$ cat src/rtl/totp_pkg.sv
// shared types, constants and functions for the totp code block
`timescale 1ns / 1ps
package totp_pkg;

	localparam int NUM_KEY_WORDS = 8;
	localparam int CFG_IDX_W     = 3;
	localparam int CODE_W        = 20;
	localparam int STEP_W        = 64;
	localparam int WINDOW_STEPS_DEF = 1;
	localparam logic [31:0] CODE_MOD = 32'd1000000;

	localparam logic [31:0] H0 = 32'h67452301;
	localparam logic [31:0] H1 = 32'hEFCDAB89;
	localparam logic [31:0] H2 = 32'h98BADCFE;
	localparam logic [31:0] H3 = 32'h10325476;
	localparam logic [31:0] H4 = 32'hC3D2E1F0;

	// which block the datapath compresses next
	typedef enum logic [1:0] {
		BLK_IPAD,
		BLK_INNER_MSG,
		BLK_OPAD,
		BLK_OUTER_MSG
	} blk_sel_t;

	// controller to datapath commands
	typedef struct packed {
		logic     load_step;  // latch step for next candidate
		logic     hash_init;  // reset chaining value to sha-1 iv
		logic     blk_load;   // load message schedule and working vars
		blk_sel_t blk;        // block to load
		logic     round_en;   // run one round
		logic     blk_fold;   // add working vars into chaining value
		logic     save_inner; // keep inner digest
		logic     trunc;      // form truncated 31-bit value
		logic     mod_start;  // start the modulo unit
		logic     record;     // record the finished code
	} totp_cmd_t;

	// datapath to controller status
	typedef struct packed {
		logic round_last; // round counter at 79
		logic mod_done;   // modulo unit finished
	} totp_sts_t;

	function automatic logic [31:0] rotl(input logic [31:0] x, input int n);
		rotl = (x << n) | (x >> (32 - n));
	endfunction

endpackage

$ cat src/rtl/totp_ctrl.sv
// controller sequencing the hmac passes for each candidate step
`timescale 1ns / 1ps
module totp_ctrl #(
	parameter int WINDOW_STEPS = totp_pkg::WINDOW_STEPS_DEF
) (
	input  logic                clk,
	input  logic                arst_n,
	input  logic                start,
	output logic                busy,
	output logic                done,
	output totp_pkg::totp_cmd_t cmd,
	input  totp_pkg::totp_sts_t sts
);
	import totp_pkg::*;

	localparam int NCAND  = 2 * WINDOW_STEPS + 1;
	localparam int CAND_W = $clog2(NCAND + 1);

	typedef enum logic [2:0] {
		S_IDLE,
		S_LOAD,
		S_ROUND,
		S_FOLD,
		S_MOD,
		S_WAIT,
		S_DONE
	} state_t;

	state_t          state_q;
	blk_sel_t        blk_q;
	logic [CAND_W-1:0] cand_q;
	logic            last_cand;

	assign busy      = (state_q != S_IDLE);
	assign last_cand = (cand_q == CAND_W'(NCAND - 1));
	assign done      = (state_q == S_DONE);

	// command decode
	always_comb begin
		cmd            = '0;
		cmd.blk        = blk_q;
		cmd.load_step  = (state_q == S_IDLE) && start;
		cmd.hash_init  = (state_q == S_LOAD) && (blk_q == BLK_IPAD || blk_q == BLK_OPAD);
		cmd.blk_load   = (state_q == S_LOAD);
		cmd.round_en   = (state_q == S_ROUND);
		cmd.blk_fold   = (state_q == S_FOLD);
		cmd.save_inner = (state_q == S_FOLD) && (blk_q == BLK_INNER_MSG);
		cmd.trunc      = (state_q == S_MOD);
		cmd.mod_start  = (state_q == S_MOD);
		cmd.record     = (state_q == S_WAIT) && sts.mod_done;
	end

	// state register
	always_ff @(posedge clk or negedge arst_n) begin
		if (!arst_n) begin
			state_q <= S_IDLE;
			blk_q   <= BLK_IPAD;
			cand_q  <= '0;
		end else begin
			unique case (state_q)
				S_IDLE: begin
					if (start) begin
						state_q <= S_LOAD;
						blk_q   <= BLK_IPAD;
						cand_q  <= '0;
					end
				end
				S_LOAD:  state_q <= S_ROUND;
				S_ROUND: if (sts.round_last) state_q <= S_FOLD;
				S_FOLD: begin
					if (blk_q == BLK_OUTER_MSG) begin
						state_q <= S_MOD;
					end else begin
						blk_q   <= blk_sel_t'(blk_q + 2'd1);
						state_q <= S_LOAD;
					end
				end
				S_MOD:  state_q <= S_WAIT;
				S_WAIT: begin
					if (sts.mod_done) begin
						if (last_cand) begin
							state_q <= S_DONE;
						end else begin
							cand_q  <= cand_q + 1'b1;
							blk_q   <= BLK_IPAD;
							state_q <= S_LOAD;
						end
					end
				end
				S_DONE:  state_q <= S_IDLE;
				default: state_q <= S_IDLE;
			endcase
		end
	end
endmodule

$ cat src/rtl/totp_modu.sv
// reduction of a 31-bit value modulo 1000000 by reciprocal multiplication
`timescale 1ns / 1ps
module totp_modu (
	input  logic        clk,
	input  logic        arst_n,
	input  logic        go,
	input  logic [30:0] value,
	output logic        done,
	output logic [19:0] rem
);
	// 1000000 = 15625 * 64: reduce the upper 25 bits modulo 15625, keep the low 6 bits
	localparam logic [13:0] DIV_ODD = 14'd15625;
	// ceil(2^39 / 15625), exact quotient for any 25-bit dividend
	localparam logic [25:0] RECIP   = 26'd35184373;

	logic [24:0] hi_s1, hi_s2;
	logic [5:0]  lo_s1, lo_s2;
	logic [11:0] quo_s2;
	logic        v_s1, v_s2;
	logic        done_q;
	logic [19:0] rem_q;
	logic [50:0] prod;
	logic [24:0] back;
	logic [13:0] rem_odd;

	assign prod    = 51'(hi_s1) * 51'(RECIP);
	assign back    = 25'(quo_s2) * 25'(DIV_ODD);
	assign rem_odd = 14'(hi_s2 - back);
	assign rem     = rem_q;
	assign done    = done_q;

	// stage valid bits
	always_ff @(posedge clk or negedge arst_n) begin
		if (!arst_n) begin
			v_s1   <= 1'b0;
			v_s2   <= 1'b0;
			done_q <= 1'b0;
		end else begin
			v_s1   <= go;
			v_s2   <= v_s1;
			done_q <= v_s2;
		end
	end

	// split, quotient estimate, remainder
	always_ff @(posedge clk) begin
		if (go) begin
			hi_s1 <= value[30:6];
			lo_s1 <= value[5:0];
		end
		if (v_s1) begin
			quo_s2 <= prod[50:39];
			hi_s2  <= hi_s1;
			lo_s2  <= lo_s1;
		end
		if (v_s2) rem_q <= {rem_odd, lo_s2};
	end
endmodule

$ cat src/rtl/totp_dp.sv
// datapath: key store, sha-1 round engine, truncation and code compare
`timescale 1ns / 1ps
module totp_dp #(
	parameter int WINDOW_STEPS = totp_pkg::WINDOW_STEPS_DEF
) (
	input  logic                clk,
	input  logic                arst_n,
	input  logic                cfg_valid,
	input  logic [totp_pkg::CFG_IDX_W:0] cfg_index,
	input  logic [63:0]         cfg_data,
	input  logic [63:0]         time_step,
	input  logic [19:0]         entered_code,
	input  totp_pkg::totp_cmd_t cmd,
	output totp_pkg::totp_sts_t sts,
	output logic [19:0]         current_code,
	output logic                code_matches
);
	import totp_pkg::*;

	logic [63:0]  key_q [NUM_KEY_WORDS];
	logic [63:0]  step_q;
	logic [63:0]  mid_q;
	logic [19:0]  entered_q;
	logic [31:0]  h_q [5];
	logic [159:0] inner_q;
	logic [31:0]  w_q [16];
	logic [31:0]  a_q, b_q, c_q, d_q, e_q;
	logic [6:0]   rnd_q;
	logic [30:0]  trunc_val;
	logic [19:0]  cur_q;
	logic         match_q;
	logic [19:0]  mod_rem;
	logic         mod_done;
	logic [159:0] dig;
	logic [511:0] blk;
	logic [511:0] keyblk;
	logic [31:0]  f, k, t, wn;
	logic [3:0]   off;
	logic [63:0]  first_step;

	assign first_step = time_step - 64'(WINDOW_STEPS);
	assign dig = {h_q[0], h_q[1], h_q[2], h_q[3], h_q[4]};

	// key register writes
	always_ff @(posedge clk or negedge arst_n) begin
		if (!arst_n) begin
			for (int i = 0; i < NUM_KEY_WORDS; i++) key_q[i] <= '0;
		end else if (cfg_valid && !cfg_index[CFG_IDX_W]) begin
			key_q[cfg_index[CFG_IDX_W-1:0]] <= cfg_data;
		end
	end

	always_comb begin
		for (int i = 0; i < NUM_KEY_WORDS; i++) keyblk[511-64*i -: 64] = key_q[i];
	end

	// block selection
	always_comb begin
		unique case (cmd.blk)
			BLK_IPAD:      blk = keyblk ^ {64{8'h36}};
			BLK_OPAD:      blk = keyblk ^ {64{8'h5C}};
			BLK_INNER_MSG: blk = {step_q, 8'h80, 376'd0, 64'd576};
			BLK_OUTER_MSG: blk = {inner_q, 8'h80, 280'd0, 64'd672};
			default:       blk = '0;
		endcase
	end

	// round function
	always_comb begin
		if (rnd_q < 7'd20) begin
			f = (b_q & c_q) | (~b_q & d_q); k = 32'h5A827999;
		end else if (rnd_q < 7'd40) begin
			f = b_q ^ c_q ^ d_q; k = 32'h6ED9EBA1;
		end else if (rnd_q < 7'd60) begin
			f = (b_q & c_q) | (b_q & d_q) | (c_q & d_q); k = 32'h8F1BBCDC;
		end else begin
			f = b_q ^ c_q ^ d_q; k = 32'hCA62C1D6;
		end
		t  = rotl(a_q, 5) + f + e_q + k + w_q[0];
		wn = rotl(w_q[13] ^ w_q[8] ^ w_q[2] ^ w_q[0], 1);
	end

	assign sts.round_last = (rnd_q == 7'd79);
	assign sts.mod_done   = mod_done;

	// step, schedule, working vars and chaining value
	always_ff @(posedge clk) begin
		if (cmd.load_step) begin
			step_q    <= first_step;
			mid_q     <= time_step;
			entered_q <= entered_code;
		end else if (cmd.record) begin
			step_q <= step_q + 64'd1;
		end
		if (cmd.hash_init) begin
			h_q[0] <= H0; h_q[1] <= H1; h_q[2] <= H2; h_q[3] <= H3; h_q[4] <= H4;
			a_q <= H0; b_q <= H1; c_q <= H2; d_q <= H3; e_q <= H4;
		end else if (cmd.blk_load) begin
			a_q <= h_q[0]; b_q <= h_q[1]; c_q <= h_q[2]; d_q <= h_q[3]; e_q <= h_q[4];
		end
		if (cmd.blk_load) begin
			for (int i = 0; i < 16; i++) w_q[i] <= blk[511-32*i -: 32];
			rnd_q <= '0;
		end else if (cmd.round_en) begin
			for (int i = 0; i < 15; i++) w_q[i] <= w_q[i+1];
			w_q[15] <= wn;
			rnd_q <= rnd_q + 7'd1;
			e_q <= d_q; d_q <= c_q; c_q <= rotl(b_q, 30); b_q <= a_q; a_q <= t;
		end
		if (cmd.blk_fold) begin
			h_q[0] <= h_q[0] + a_q; h_q[1] <= h_q[1] + b_q; h_q[2] <= h_q[2] + c_q;
			h_q[3] <= h_q[3] + d_q; h_q[4] <= h_q[4] + e_q;
		end
		if (cmd.save_inner) begin
			inner_q <= {h_q[0] + a_q, h_q[1] + b_q, h_q[2] + c_q, h_q[3] + d_q,
				h_q[4] + e_q};
		end
	end

	// dynamic truncation
	assign off = dig[3:0];
	always_comb begin
		trunc_val = 31'(dig[159 - 8*off -: 32]);
	end

	totp_modu u_modu (
		.clk    (clk),
		.arst_n (arst_n),
		.go     (cmd.mod_start),
		.value  (trunc_val),
		.done   (mod_done),
		.rem    (mod_rem)
	);

	// record codes and the match flag
	always_ff @(posedge clk) begin
		if (cmd.load_step) begin
			match_q <= 1'b0;
		end else if (cmd.record) begin
			if (mod_rem == entered_q) match_q <= 1'b1;
			if (step_q == mid_q) cur_q <= mod_rem;
		end
	end

	assign current_code = cur_q;
	assign code_matches = match_q;
endmodule

$ cat src/rtl/totp_code_generator_verifier.sv
// top level of the totp code generator and verifier
//
// channel   direction  handshake               payload
// command   in         start, busy             time_step, entered_code
// result    out        result_valid (1 cycle)  current_code, code_matches
// config    in         cfg_valid, cfg_ready    cfg_index, cfg_data
//
// each candidate step runs 4 sha-1 compressions on one shared
// round engine, then starts the 3-stage modulo unit and waits for it to finish.
// the strobe is registered from the controller's done state and busy drops with
// it, so a new item is taken only once the last one has finished.
// reset clears the key words and the controller; no memory clearing pass.
// the result strobe lasts one cycle and cannot be held off.
`timescale 1ns / 1ps
module totp_code_generator_verifier #(
	parameter int WINDOW_STEPS = totp_pkg::WINDOW_STEPS_DEF
) (
	input  logic        clk,
	input  logic        arst_n,
	input  logic        start,
	output logic        busy,
	input  logic [63:0] time_step,
	input  logic [19:0] entered_code,
	output logic        result_valid,
	output logic [19:0] current_code,
	output logic        code_matches,
	input  logic        cfg_valid,
	output logic        cfg_ready,
	input  logic [totp_pkg::CFG_IDX_W:0] cfg_index,
	input  logic [63:0] cfg_data
);
	import totp_pkg::*;

	totp_cmd_t cmd;
	totp_sts_t sts;
	logic      done;
	logic      rv_q;

	assign cfg_ready = 1'b1;

	totp_ctrl #(.WINDOW_STEPS(WINDOW_STEPS)) u_ctrl (
		.clk       (clk),
		.arst_n    (arst_n),
		.start     (start),
		.busy      (busy),
		.done      (done),
		.cmd       (cmd),
		.sts       (sts)
	);

	totp_dp #(.WINDOW_STEPS(WINDOW_STEPS)) u_dp (
		.clk          (clk),
		.arst_n       (arst_n),
		.cfg_valid    (cfg_valid),
		.cfg_index    (cfg_index),
		.cfg_data     (cfg_data),
		.time_step    (time_step),
		.entered_code (entered_code),
		.cmd          (cmd),
		.sts          (sts),
		.current_code (current_code),
		.code_matches (code_matches)
	);

	// result strobe
	always_ff @(posedge clk or negedge arst_n) begin
		if (!arst_n) rv_q <= 1'b0;
		else rv_q <= done;
	end
	assign result_valid = rv_q;

	// a result only follows a busy period
	a_result_after_busy: assert property (@(posedge clk) disable iff (!arst_n)
		result_valid |-> $past(busy)) else $error("result without item");

	// strobe lasts one cycle
	a_strobe_single: assert property (@(posedge clk) disable iff (!arst_n)
		result_valid |=> !result_valid) else $error("result strobe held");

	// idle block with no start stays idle
	a_idle_hold: assert property (@(posedge clk) disable iff (!arst_n)
		(!busy && !start) |=> !busy) else $error("spurious busy");
endmodule
$ cat config.mk
export PLATFORM = sky130hd
export DESIGN_NAME = totp_code_generator_verifier
export DESIGN_NICKNAME = d
export VERILOG_FILES = /design/src/rtl/totp_pkg.sv /design/src/rtl/totp_ctrl.sv /design/src/rtl/totp_modu.sv /design/src/rtl/totp_dp.sv /design/src/rtl/totp_code_generator_verifier.sv
export SDC_FILE = /design/constraint.sdc
export NUM_CORES = 2
export LEC_CHECK = 0
export BUFFER_PORTS_ARGS = -buffer_cell sky130_fd_sc_hd__buf_2
export CAP_MARGIN = 20
export CORE_ASPECT_RATIO = 1.75
export CORE_UTILIZATION = 55
export CTS_CLUSTER_SIZE = 14
export DETAILED_ROUTE_END_ITERATION = 16
export PLACE_DENSITY = 0.74
export SLEW_MARGIN = 20
export SYNTH_ARGS = -nofsm -noshare
export SYNTH_HDL_FRONTEND = slang
export SYNTH_SLANG_ARGS = --single-unit
$ cat constraint.sdc
create_clock -name clk -period 13.7 [get_ports clk]
set_input_delay 3.425 -clock clk [delete_from_list [all_inputs] [get_ports clk]]
set_output_delay 3.425 -clock clk [all_outputs]
set_load 0.01 [all_outputs]
==> results.yml <==
drt:
  met1_length_mm: 135.9
  post_drt_wl_per_cell_um: 38.09
  first_pass_iters: 9
  wirelength_mm: 459.4
  drc_errors: 0
  top_layer: "met5"
  drtAntennaViolNets: 0
  vias: 80997
  wl_met3_mm: 40.24
  wl_met2_mm: 213.2
  drt_iter0_markers: 9991
  viasPerCell: 6.717
global_route:
  grt_pass1_vias: 79939
  antenna_found_initial: 59
  grt_max_degree: 201
  gr-total-overflow: 0
  grt.total_usage_pct: 48.27
  grt_pass1_wl_mm: 627.6
sta:
  drv_slew: 0
  rsz0062_at_grt: "no"
  finalCritPeriodShare_pct: 61.09
  slew-limit-headroom_pct: 10.74
  layout_min_cycle_time_ns: 8.370
  hold_violations: 0
  finalSetupTns_ns: 0
  finalSetupViolations: 0
  finalClockSkew_ns: 0.08388
  fmax_mhz: 119.5
  tightest_slew_ns: 1.339
  setup_slack_ns: 5.330
  whs_ns: 0.4194
placement:
  place_hpwl_mm: 346.2
  io_buffers: 178
  place_ws_ns: 5.513
  gp_congestion: 1.095
min_path:
  worstHoldStart: "u_dp.u_modu.lo_s1[1]"
  whs_endpoint: "u_dp.u_modu.lo_s2[1]"
  hp-class: "register to register"
  hold_depth: 0
outcome:
  status: "finished clean"
floorplanning:
  chipWidth_um: 330.6
  start_util_pct: 55.49
  fp.dieH_um: 577.1
  die-area_um2: 190800
  row_count: 210
  io_pins: 180
  core-area_um2: 187300
synthesis:
  synth.avg_cell_area_um2: 11.01
  yosysTopAreaCellShare_pct: 31.29
  ys_ff_latch: 1774
  synth_area_um2: 103900
  async_flop_share_pct: 29.48
  ys.flop_type: "edfxtp_1"
  seq_area_frac_synth_pct: 47.11
  synth_top_area_cell: "edfxtp_1"
  syn_inst: 9438
  synth_edf_count: 1083
  ys_types: 102
  syn_nets: 10463
  ys_top_cells_by_area: "edfxtp_1, dfrtp_1, fa_1"
  ys_warn_count: 0
finish:
  final_util_pct: 60.45
  final_common_cell: "edfxtp_1"
  area_growth_pct: 8.950
  layout_common_cells: "edfxtp_1, nand2_1, nor2_1"
  nets: 10446
  drive_gt1_share_pct: 13.55
cts:
  clkSlewWorstSetupHoldPaths_ns: 0.07
  post_cts.repair.setup_buffers: 0
  post_cts_resized: 0
  cts_tree: "built"
  cts.htree.levels: 4
  insertion_delay_ns: 0.90
  hold_buffers: 0
  cts_buffers: 175
  cts.sinks: 1774
  root_buffer: "clkbuf_16"
  cts.path.max_buffers: 4
critical_path:
  reg2reg_setup_slack_ns: 5.33
  startpoint: "u_dp.u_modu.hi_s1[11]"
  cp-start-kind: "register"
  cp_cell_sequence: "fa_1 -> xor2_1 -> ha_1 -> a21oi_1 -> xnor2_1 -> ha_1 -> a21o_1 -> fa_1 -> fa_1 -> fa_1 -> inv_1 -> fa_1 -> inv_1 -> ha_1 -> nand4_1 -> a211oi_1 -> nand4_1 -> o22ai_1 -> o21ai_0 -> a21oi_1 -> a211oi_1 -> nor2b_1 -> nor2_1 -> xnor2_1"
  worst_ep_required_time_ns: 14.31
  r2r-start: "u_dp.u_modu.hi_s1[11]"
  r2r-end: "u_dp.u_modu.quo_s2[11]"
  r2r_cells: 24
  timing_worst_setup_path_type: "register to register"
  path_depth: 24
  critPathBufInv: 2
  slowest_delay_ns: 0.70
  arrival_ns: 8.98
  path_max_fanout: 7
  cp_top_family: "adder cells"
  crit_top_cell: "fa_1"
  crit_path_end_kind: "register"
  slowest_stage: "fa_1"
flow_run:
  maxCapViolations: 0
[area by class of cell]
class                   instances  area, um2
flip-flops and latches       1774      48970
inverters                     728       2751
diodes                         62      155.1
multi-input cells            6421      50580
fillers                     15139      74090
clock buffers                 257       4974
repair buffers                321       2137
clock inverters                58      631.9
well taps                    2438       3050
[per-layer routing]
layer  up-vias  global-route usage (%)
met4        20                   57.94
met1     40581                   47.67
li1      33505                       -
met2      5012                   76.30
met5         -                 0.05056
met3      1879                   12.01
[cell usage after synthesis, types with 109 or more instances]
library cell / instances
edfxtp_1: 1083
nand2_1: 789
nor2_1: 752
inv_1: 722
mux2_2: 573
a21oi_1: 525
dfrtp_1: 523
ha_1: 497
clkbuf_1: 458
fa_1: 372
o21ai_0: 360
xnor2_1: 338
nand3_1: 231
mux2i_1: 214
dfxtp_1: 168
xor2_1: 163
a21o_1: 133
o31ai_1: 131
nor3_1: 124
a31oi_1: 109
[per-stage QoR]
step                std cells  area (um2)
floorplan                9438      104000
global placement        11678      107300
detailed placement      11679      107400
CTS                     11994      113000
global route            12021      113200
finish                  12059      113300
[cell families (layout without fill, tap and decap cells)]
group,after synthesis,count (layout),share of synthesized area (%)
adder cells (fa/ha/maj),869,869,13.15
other,1,63,0.003608
XOR/XNOR,501,501,4.221
multiplexers,829,829,9.178
AO/OA/AOI/OAI,1845,1845,11.41
buffers and inverters,1243,1364,4.504
AND/OR/NAND/NOR,2376,2376,10.43
flip-flops,1774,1774,47.11
[worst max-delay path by stage]
stage	to	slack [ns]
floorplan	u_dp.h_q[0][0]	4.33
global placement	u_dp.u_modu.quo_s2[11]	5.70
detailed placement	u_dp.u_modu.quo_s2[11]	5.51
CTS	u_dp.u_modu.quo_s2[11]	5.48
global route	u_dp.a_q[30]	5.16
finish	u_dp.u_modu.quo_s2[11]	5.33
[flip-flops by register name, indices dropped and copies added, names as in the netlist, 64 cells and up]
signal and cells:
u_dp.step_q 64, u_dp.key_q 512, u_dp.inner_q 160, u_dp.mid_q 64
u_dp.h_q 160, u_dp.w_q 512
Power is not shown: default switching activity piles up to over one toggle a cycle in this logic, so the estimate is an artifact.
